[src/design/fopp_pkg.sv]
// Shared types and constants for the framed offset pair parser.
// No dependencies; imported by every design module except fopp_checker.
`default_nettype none

package fopp_pkg;

    localparam int unsigned PAYLOAD_LEN = 4;
    localparam int unsigned PCOUNT_W    = 3;
    localparam int unsigned CFG_IDX_W   = 8;
    localparam int unsigned CFG_DATA_W  = 16;

    localparam logic [CFG_IDX_W-1:0] REG_HEADER_BYTE = 8'd0;
    localparam logic [CFG_IDX_W-1:0] REG_TAIL_BYTE   = 8'd1;
    localparam logic [CFG_IDX_W-1:0] REG_OFFSET_MIN  = 8'd2;
    localparam logic [CFG_IDX_W-1:0] REG_OFFSET_MAX  = 8'd3;

    localparam logic [7:0]         HEADER_RESET = 8'd170;
    localparam logic [7:0]         TAIL_RESET   = 8'd85;
    localparam logic signed [15:0] MIN_RESET    = 16'sh8000;
    localparam logic signed [15:0] MAX_RESET    = 16'sh7FFF;

    typedef struct packed {
        logic [7:0]         header_byte;
        logic [7:0]         tail_byte;
        logic signed [15:0] offset_min;
        logic signed [15:0] offset_max;
    } cfg_t;

    typedef struct packed {
        logic               valid;
        logic signed [15:0] offset_x;
        logic signed [15:0] offset_y;
    } result_t;

endpackage

`default_nettype wire

[src/design/fopp_cfg_regs.sv]
// Configuration register file: header/tail bytes and the offset window.
// Depends on fopp_pkg.
`default_nettype none

module fopp_cfg_regs
    import fopp_pkg::*;
(
    input  wire logic                  aclk,
    input  wire logic                  aresetn,
    input  wire logic                  cfg_valid,
    output logic                       cfg_ready,
    input  wire logic [CFG_IDX_W-1:0]  cfg_index,
    input  wire logic [CFG_DATA_W-1:0] cfg_data,
    output cfg_t                       cfg
);

    cfg_t cfg_reg;

    assign cfg_ready = 1'b1;
    assign cfg       = cfg_reg;

    always_ff @(posedge aclk) begin
        if (!aresetn) begin
            cfg_reg.header_byte <= HEADER_RESET;
            cfg_reg.tail_byte   <= TAIL_RESET;
            cfg_reg.offset_min  <= MIN_RESET;
            cfg_reg.offset_max  <= MAX_RESET;
        end else if (cfg_valid) begin
            unique case (cfg_index)
                REG_HEADER_BYTE: cfg_reg.header_byte <= cfg_data[7:0];
                REG_TAIL_BYTE:   cfg_reg.tail_byte   <= cfg_data[7:0];
                REG_OFFSET_MIN:  cfg_reg.offset_min  <= cfg_data;
                REG_OFFSET_MAX:  cfg_reg.offset_max  <= cfg_data;
                default: ;
            endcase
        end
    end

endmodule

`default_nettype wire

[src/design/fopp_frame_fsm.sv]
// Frame parser state machine: header hunt, payload capture, tail and window check.
// Depends on fopp_pkg.
`default_nettype none

module fopp_frame_fsm
    import fopp_pkg::*;
(
    input  wire logic       aclk,
    input  wire logic       aresetn,
    input  wire logic       byte_en,
    input  wire logic [7:0] rx_byte,
    input  cfg_t            cfg,
    output result_t         result
);

    typedef enum logic [1:0] {
        PH_HUNT = 2'd0,
        PH_DATA = 2'd1,
        PH_TAIL = 2'd2
    } phase_t;

    phase_t                phase_reg, phase_next;
    logic [PCOUNT_W-1:0]   count_reg, count_next;
    logic [7:0]            payload_reg [PAYLOAD_LEN];
    logic signed [15:0]    x_val, y_val;
    logic                  in_window;

    assign x_val = {payload_reg[0], payload_reg[1]};
    assign y_val = {payload_reg[2], payload_reg[3]};
    assign in_window = (x_val >= cfg.offset_min) && (x_val <= cfg.offset_max) &&
                       (y_val >= cfg.offset_min) && (y_val <= cfg.offset_max);

    always_comb begin
        phase_next = phase_reg;
        count_next = count_reg;
        result.valid    = 1'b0;
        result.offset_x = x_val;
        result.offset_y = y_val;
        unique case (phase_reg)
            PH_HUNT: begin
                if (rx_byte == cfg.header_byte) begin
                    phase_next = PH_DATA;
                    count_next = '0;
                end
            end
            PH_DATA: begin
                count_next = count_reg + PCOUNT_W'(1);
                if (count_next >= PCOUNT_W'(PAYLOAD_LEN)) begin
                    phase_next = PH_TAIL;
                end
            end
            PH_TAIL: begin
                result.valid = byte_en && (rx_byte == cfg.tail_byte) && in_window;
                phase_next   = PH_HUNT;
                count_next   = '0;
            end
            default: begin
                phase_next = PH_HUNT;
                count_next = '0;
            end
        endcase
    end

    always_ff @(posedge aclk) begin
        if (!aresetn) begin
            phase_reg <= PH_HUNT;
            count_reg <= '0;
        end else if (byte_en) begin
            phase_reg <= phase_next;
            count_reg <= count_next;
        end
    end

    // payload store has no reset; every entry is written before the tail check
    always_ff @(posedge aclk) begin
        if (byte_en && phase_reg == PH_DATA) begin
            payload_reg[count_reg[1:0]] <= rx_byte;
        end
    end

endmodule

`default_nettype wire

[src/design/fopp_out_buf.sv]
// Result register with a skid stage, so a byte can be taken while a result waits.
// Depends on fopp_pkg.
`default_nettype none

module fopp_out_buf
    import fopp_pkg::*;
(
    input  wire logic                aclk,
    input  wire logic                aresetn,
    input  result_t                  push,
    output logic                     space,
    output logic                     m_valid,
    input  wire logic                m_ready,
    output logic signed [15:0]       m_offset_x,
    output logic signed [15:0]       m_offset_y
);

    result_t main_reg, main_next;
    result_t skid_reg, skid_next;
    logic    pop;

    assign pop        = main_reg.valid && m_ready;
    assign space      = !skid_reg.valid;
    assign m_valid    = main_reg.valid;
    assign m_offset_x = main_reg.offset_x;
    assign m_offset_y = main_reg.offset_y;

    always_comb begin
        main_next = main_reg;
        skid_next = skid_reg;
        if (skid_reg.valid) begin
            // no push possible while the skid holds a request
            if (pop) begin
                main_next       = skid_reg;
                skid_next.valid = 1'b0;
            end
        end else if (push.valid) begin
            if (!main_reg.valid || pop) begin
                main_next = push;
            end else begin
                skid_next = push;
            end
        end else if (pop) begin
            main_next.valid = 1'b0;
        end
    end

    always_ff @(posedge aclk) begin
        if (!aresetn) begin
            main_reg.valid <= 1'b0;
            skid_reg.valid <= 1'b0;
        end else begin
            main_reg.valid <= main_next.valid;
            skid_reg.valid <= skid_next.valid;
        end
        main_reg.offset_x <= main_next.offset_x;
        main_reg.offset_y <= main_next.offset_y;
        skid_reg.offset_x <= skid_next.offset_x;
        skid_reg.offset_y <= skid_next.offset_y;
    end

endmodule

`default_nettype wire

[src/design/framed_offset_pair_parser.sv]
// Framed offset pair parser, top level. Takes one byte per cycle while s_ready is high.
// A result is registered into the result register, or into its skid stage while that is held, before m_valid shows it.
// s_ready drops only when both the result register and its skid stage are full.
// Synchronous active-low reset: header hunt, count zero, outputs empty, registers
// at their defaults (header 0xAA, tail 0x55, full signed 16-bit window).
`default_nettype none

module framed_offset_pair_parser
    import fopp_pkg::*;
(
    input  wire logic                  aclk,
    input  wire logic                  aresetn,
    input  wire logic                  s_valid,
    output logic                       s_ready,
    input  wire logic [7:0]            s_rx_byte,
    output logic                       m_valid,
    input  wire logic                  m_ready,
    output logic signed [15:0]         m_offset_x,
    output logic signed [15:0]         m_offset_y,
    input  wire logic                  cfg_valid,
    output logic                       cfg_ready,
    input  wire logic [CFG_IDX_W-1:0]  cfg_index,
    input  wire logic [CFG_DATA_W-1:0] cfg_data
);

    cfg_t    cfg;
    result_t result;
    logic    space;
    logic    byte_en;

    assign s_ready = space;
    assign byte_en = s_valid && space;

    fopp_cfg_regs u_cfg (
        .aclk      (aclk),
        .aresetn   (aresetn),
        .cfg_valid (cfg_valid),
        .cfg_ready (cfg_ready),
        .cfg_index (cfg_index),
        .cfg_data  (cfg_data),
        .cfg       (cfg)
    );

    fopp_frame_fsm u_fsm (
        .aclk    (aclk),
        .aresetn (aresetn),
        .byte_en (byte_en),
        .rx_byte (s_rx_byte),
        .cfg     (cfg),
        .result  (result)
    );

    fopp_out_buf u_out (
        .aclk       (aclk),
        .aresetn    (aresetn),
        .push       (result),
        .space      (space),
        .m_valid    (m_valid),
        .m_ready    (m_ready),
        .m_offset_x (m_offset_x),
        .m_offset_y (m_offset_y)
    );

endmodule

`default_nettype wire

[config.mk]
export PLATFORM = sky130hd
export DESIGN_NAME = framed_offset_pair_parser
export DESIGN_NICKNAME = d
export VERILOG_FILES = /design/src/design/fopp_pkg.sv /design/src/design/fopp_cfg_regs.sv /design/src/design/fopp_frame_fsm.sv /design/src/design/fopp_out_buf.sv /design/src/design/framed_offset_pair_parser.sv
export SDC_FILE = /design/constraint.sdc
export NUM_CORES = 1
export LEC_CHECK = 0
export BUFFER_PORTS_ARGS = -buffer_cell sky130_fd_sc_hd__clkbuf_2
export CAP_MARGIN = 0
export CELL_PAD_IN_SITES_DETAIL_PLACEMENT = 1
export CELL_PAD_IN_SITES_GLOBAL_PLACEMENT = 1
export CORE_ASPECT_RATIO = 1.25
export CORE_MARGIN = 8
export CORE_UTILIZATION = 41
export CTS_BUF_LIST = sky130_fd_sc_hd__clkbuf_8
export DETAILED_ROUTE_END_ITERATION = 8
export PLACE_DENSITY_LB_ADDON = 0.1
export SYNTH_ARGS = -nofsm -noshare
export SYNTH_HDL_FRONTEND = slang
export SYNTH_SLANG_ARGS = --single-unit
[constraint.sdc]
create_clock -name aclk -period 4.5 [get_ports aclk]
set_input_delay 0.45 -clock aclk [delete_from_list [all_inputs] [get_ports aclk]]
set_output_delay 0.45 -clock aclk [all_outputs]
set_load 0.01 [all_outputs]
Yosys cells after proc, flatten, opt, wreduce, memory -nomap -nowiden
Memories as Yosys holds them, arrays and structs flattened.
Cells that the tools add are included.

word-level totals
  register bits after elaboration = 119
  bits in latches = 0
  RAM bits = 32
  ROM bits = 0
  output and inout bits = 35
  word-level logic and storage cells = 75
  memories = 1

memories
  name               depth  bits a word  read ports  clocked after memory_dff  write ports  line                  source
  u_fsm.payload_reg  4      8            4           0                         1            fopp_frame_fsm.sv:24  logic [7:0] payload_reg [PAYLOAD_LEN];

cells by class
  $add $sub $neg = 1
  $mul = 0
  div/mod/pow operators = 0
  $lt $le $gt $ge = 5
  eq/ne operators = 11
  shifts and indexed selects = 0
  mux-type cells = 18
  bitwise logic cells = 2
  reductions and logical operators = 25

operator list
  cell                   count
  $mux W33               5
  $ge A16 B16 Y1         2
  $le A16 B16 Y1         2
  $mux W32               1
  $eq A8 B2 Y1 const B   2
  $eq A8 B8 Y1           2
  $reduce_and A3 Y1      4
  $reduce_and A2 Y1      5
  $eq A8 B1 Y1 const B   1
  $logic_and A1 B1 Y1    8
  $logic_not A8 Y1       1
  $mux W1                7
  $pmux W3 S2            1
  $reduce_bool A2 Y1     3
  $mux W2                2
  $ne A2 B1 Y1 const B   2
  $pmux W2 S2            1
  $add A3 B1 Y3 const B  1
  $ge A3 B3 Y1 const B   1
  $mux W3                1
  $ne A3 B1 Y1 const B   1
  $eq A2 B1 Y1 const B   1
  $eq A2 B2 Y1 const B   1
  $logic_not A1 Y1       2
  other kinds (4)        5

Depth between registers and ports, before layout
An unclocked memory read counts as a cell.

  depth after elaboration = 9
  depth in mapped cells = 9

By module
From an unflattened synthesis, not the netlist that was laid out.

unflattened totals
  cells, all modules = 606
  area, all modules = 7482.2 µm²

modules (own cells, without submodules)
  module                     instances  cells an instance  area each (µm²)  seq. area each (µm²)
  fopp_frame_fsm             1          294                3002.9           1061.0
  fopp_out_buf               1          113                2449.8           1961.9
  fopp_cfg_regs              1          198                2023.2           960.9
  framed_offset_pair_parser  1          1                  6.3              0.0

Worst setup path before layout
Ideal clock, no wire load.

  path type = register to register
  start = memory u_fsm.payload_reg[3][6]
  end = register u_out.skid_reg[0] in the netlist's numbering (enable)
  library setup time = 442 ps
  arrival time = 3831 ps
  data required time = 4058 ps
  path slack = 227 ps
  cell stages (with the launch flop) = 9
  buffers on the path = 0
  path through = edfxtp_1 ha_1 nand4_1 or3_1 o31a_1 nor4b_1 nor3_2 nand4_2 nor4b_2

RTL lines
  what             line                  source
  start, declared  fopp_frame_fsm.sv:24
  end, declared    fopp_out_buf.sv:19    result_t skid_reg, skid_next;

==> metrics.md <==
| Metric | Value |
|---|---|
| Delay of the slowest critical-path stage | `440 ps` |
| Chip width | `between 100 and 150 um` |
| Vias in the first global route | `5211` |
| Reg area | `3980 sq um` |
| Most frequent cells in the layout | `edfxtp_1 (96), clkbuf_2 (70), ha_1 (68), dfxtp_1 (55), nand2_1 (44)` |
| Average wire per standard cell | `20.1 um` |
| Drt first-iter violations | `254` |
| Worst setup SP type | `flop` |
| Fin crit period | `3340 ps` |
| Sequential share of the synthesized area | `between 50% and 60%` |
| Min-delay src | `cfg_data[15]` |
| Post-cts resize count | `0` |
| H-Tree Depth | `4` |
| Total power | `2.77 mW` |
| Die ar. | `22000 sq um` |
| Max reg flops | `48` |
| Routed Antenna Nets | `0` |
| # DRC | `0` |
| Fin. max-slew vios | `0` |
| Hold path depth | `3` |
| Area grow syn2layout | `15.2%` |
| Area occupied by multi-input gates | `a little under 3000 sq um` |
| Hold Path Sink | `u_cfg.cfg[31]$_SDFFE_PN1P_` |
| Syn nets | `681` |
| Final net count | `approximately 760` |
| Max Clock Freq | `~300 MHz` |
| FF-to-FF setup slack | `1160 ps` |
| Max-cap violations | `0` |
| WHS | `approximately 230 ps` |
| VDD IR-drop max | `144 uV` |
| Initial Util | `slightly above 40%` |
| Ys async rst share | `0%` |
| R2R depth | `9` |
| Most common cell after layout, fill and taps aside | `edfxtp_1` |
| Cts hold-fix bufs | `0` |
| Layout cell share with drive strength beyond 1 | `21.5%` |
| Final Hold Vio Count | `0` |
| I/O pins | `72` |
| Worst hold path class | `primary input to flop` |
| ANT cells | `0` |
| Post-synth EDFFs | `96` |
| Arr. time, crit path | `~3500 ps` |
| RePlAce Congestion | `0.905` |
| CTS buffer count | `17` |
| Pwr dens | `335 nW/um^2` |
| Status | `finished, final reports clean` |
| # setup viols final | `0` |
| Worst reg2reg path endpoint | `u_out.skid_reg[25]$_DFFE_PP_` |
| Final HPWL DP | `13.9 mm` |
| Clock skew | `10.6 ps` |
| Setup CP Type | `flop to flop` |
| Yosys reg bits | `around 150` |
| Worst-Margin Slew | `1190 ps` |
| CP Max Fanout | `32` |
| Total wire length | `17.9 mm` |
| Leak Pwr | `3.29 nW` |
| CP max-delay cell | `edfxtp_1` |
| Yosys warns | `0` |
| Critical path origin | `u_fsm.payload_reg[3][6]$_DFFE_PP_` |
| Setup repair bufs after CTS | `0` |
| Layout filler cell count | `about 1900` |
| Syn_area_per_cell | `12.4 sq um` |
| CTS tree | `yes` |
| First-pass GRT wire length | `28.4 mm` |
| CTS Sinks | `151` |
| Post-synth cell types | `49` |
| Port Buffers | `70` |
| Drt pass-1 iters | `4` |
| Top_reg_cell synth | `edfxtp_1` |
| Max Buffers Root-to-Sink | `2` |
| Final core utilization | `47.7%` |
| Worst-path clk slew | `~90 ps` |
| Vias per cell | `5.33` |
| GRT Total Usage | `17.1%` |
| Root Driver | `clkbuf_8` |
| Element type at the critical path end | `flop` |
| Setup_tns | `0 ps` |
| Routed vias | `roughly 4700` |
| Cell Area, Synth | `7160 sq um` |
| Die height | `between 150 and 200 um` |
| Core ar. | `17300 sq um` |
| Row count | `54` |
| Synth Instances | `576` |
| Largest net degree at the start of global routing | `between 50 and 60` |
| Worst Path Required | `4610 ps` |
| Slew headroom | `between 20 and 25%` |
| Global route overflow | `0` |
| Crit path cell chain | `ha_1 -> nand4_1 -> or3_1 -> o31a_1 -> nor4b_1 -> nor3_2 -> nand4_2 -> nor4b_4 -> buf_4` |
| Fin crit share | `74.2%` |
| Initial antenna violation count | `0` |
| Worst skew pair latency | `between 400 and 500 ps` |
| R2r startpoint | `u_fsm.payload_reg[3][6]$_DFFE_PP_` |
| Unrepaired setup endpoints after global routing | `false` |
-- worst max-delay path, delay by kind of cell, from the launching register on --
| kind | cells | cell delay (ps) |
|---|---|---|
| simple gates | 6 | 1450 |
| compound gates | 1 | 330 |
| fa+ha+maj | 1 | 350 |
| buf+inv | 1 | 400 |
| flops | 1 | 440 |
-- area by class of cell --
| class | instances | share of cell area, % |
|---|---|---|
| Clock buffer | 17 | 2.84 |
| Tap cell | 224 | 3.40 |
| Clock inverter | 15 | 3.02 |
| Inverter | 41 | 1.87 |
| Timing Repair Buffer | 75 | 4.70 |
| Sequential cell | 151 | 48.3 |
| Multi-Input combinational cell | 366 | 35.9 |
-- metrics by stage --
stage / setup slack [ps] / cell area, sq um / cells
floorplan: 227 / 7160 / 576
global placement: 1270 / 7760 / 857
detailed placement: 1200 / 7760 / 857
CTS: 1170 / 8250 / 889
global route: 941 / 8250 / 889
finish: 1160 / 8250 / 889
-- Yosys cell counts, types with 4 or more instances --
| master | number | share of area [%] |
|---|---|---|
| a211oi_1 | 8 | 0.84 |
| a21o_1 | 4 | 0.42 |
| a21oi_1 | 23 | 1.6 |
| and2_1 | 4 | 0.35 |
| clkbuf_1 | 11 | 0.58 |
| dfxtp_1 | 55 | 15 |
| edfxtp_1 | 96 | 40 |
| ha_1 | 68 | 12 |
| inv_1 | 41 | 2.1 |
| mux2_2 | 31 | 4.9 |
| mux2i_1 | 32 | 4.5 |
| nand2_1 | 44 | 2.3 |
| nand3_1 | 10 | 0.70 |
| nand4_1 | 14 | 1.2 |
| nor2_1 | 10 | 0.52 |
| nor2b_1 | 28 | 2.4 |
| nor3_1 | 5 | 0.35 |
| nor3b_1 | 5 | 0.52 |
| nor4_1 | 5 | 0.44 |
| o211ai_1 | 15 | 1.6 |
| o21ai_0 | 13 | 0.91 |
| xnor2_1 | 8 | 0.98 |
| xor2_1 | 9 | 1.1 |
-- worst max path at each step --
stage | end | cells after the start | slack [ps]
6_report | u_out.skid_reg[25]$_DFFE_PP_ | 9 | 1160
3_3_place_gp | u_out.skid_reg[8]$_DFFE_PP_ | 9 | 1270
2_1_floorplan | u_out.skid_reg[0]$_DFFE_PP_ | 8 | 230
5_1_grt | u_out.skid_reg[9]$_DFFE_PP_ | 9 | 940
3_5_place_dp | u_out.skid_reg[9]$_DFFE_PP_ | 9 | 1200
4_1_cts | u_out.skid_reg[28]$_DFFE_PP_ | 9 | 1170
-- routing by layer --
metal  vias up  wire [um]  global-route usage, %
met3        28        741                   3.92
met5         -          0                      0
met2       105       8490                   27.9
met4         0        534                   7.62
li1       2267          -                      -
met1      2342       8120                   21.1
-- power breakdown --
part	switching (mW)	internal, mW
logic	0.0368	0.0225
clock network	0.528	0.719
registers	0.000442	1.46
total	0.565	2.20
-- kinds of logic after synthesis --
group,count (synthesis),share of synthesized area [%]
AND/OR/NAND/NOR,138,10.5
buffers and inverters,59,3.30
AO/OA/AOI/OAI,79,7.17
multiplexers,63,9.35
adder cells (fa/ha/maj),68,11.9
other,1,0.0524
flip-flops,151,55.6
XOR/XNOR,17,2.08
Power figures use the tool's default switching activity.
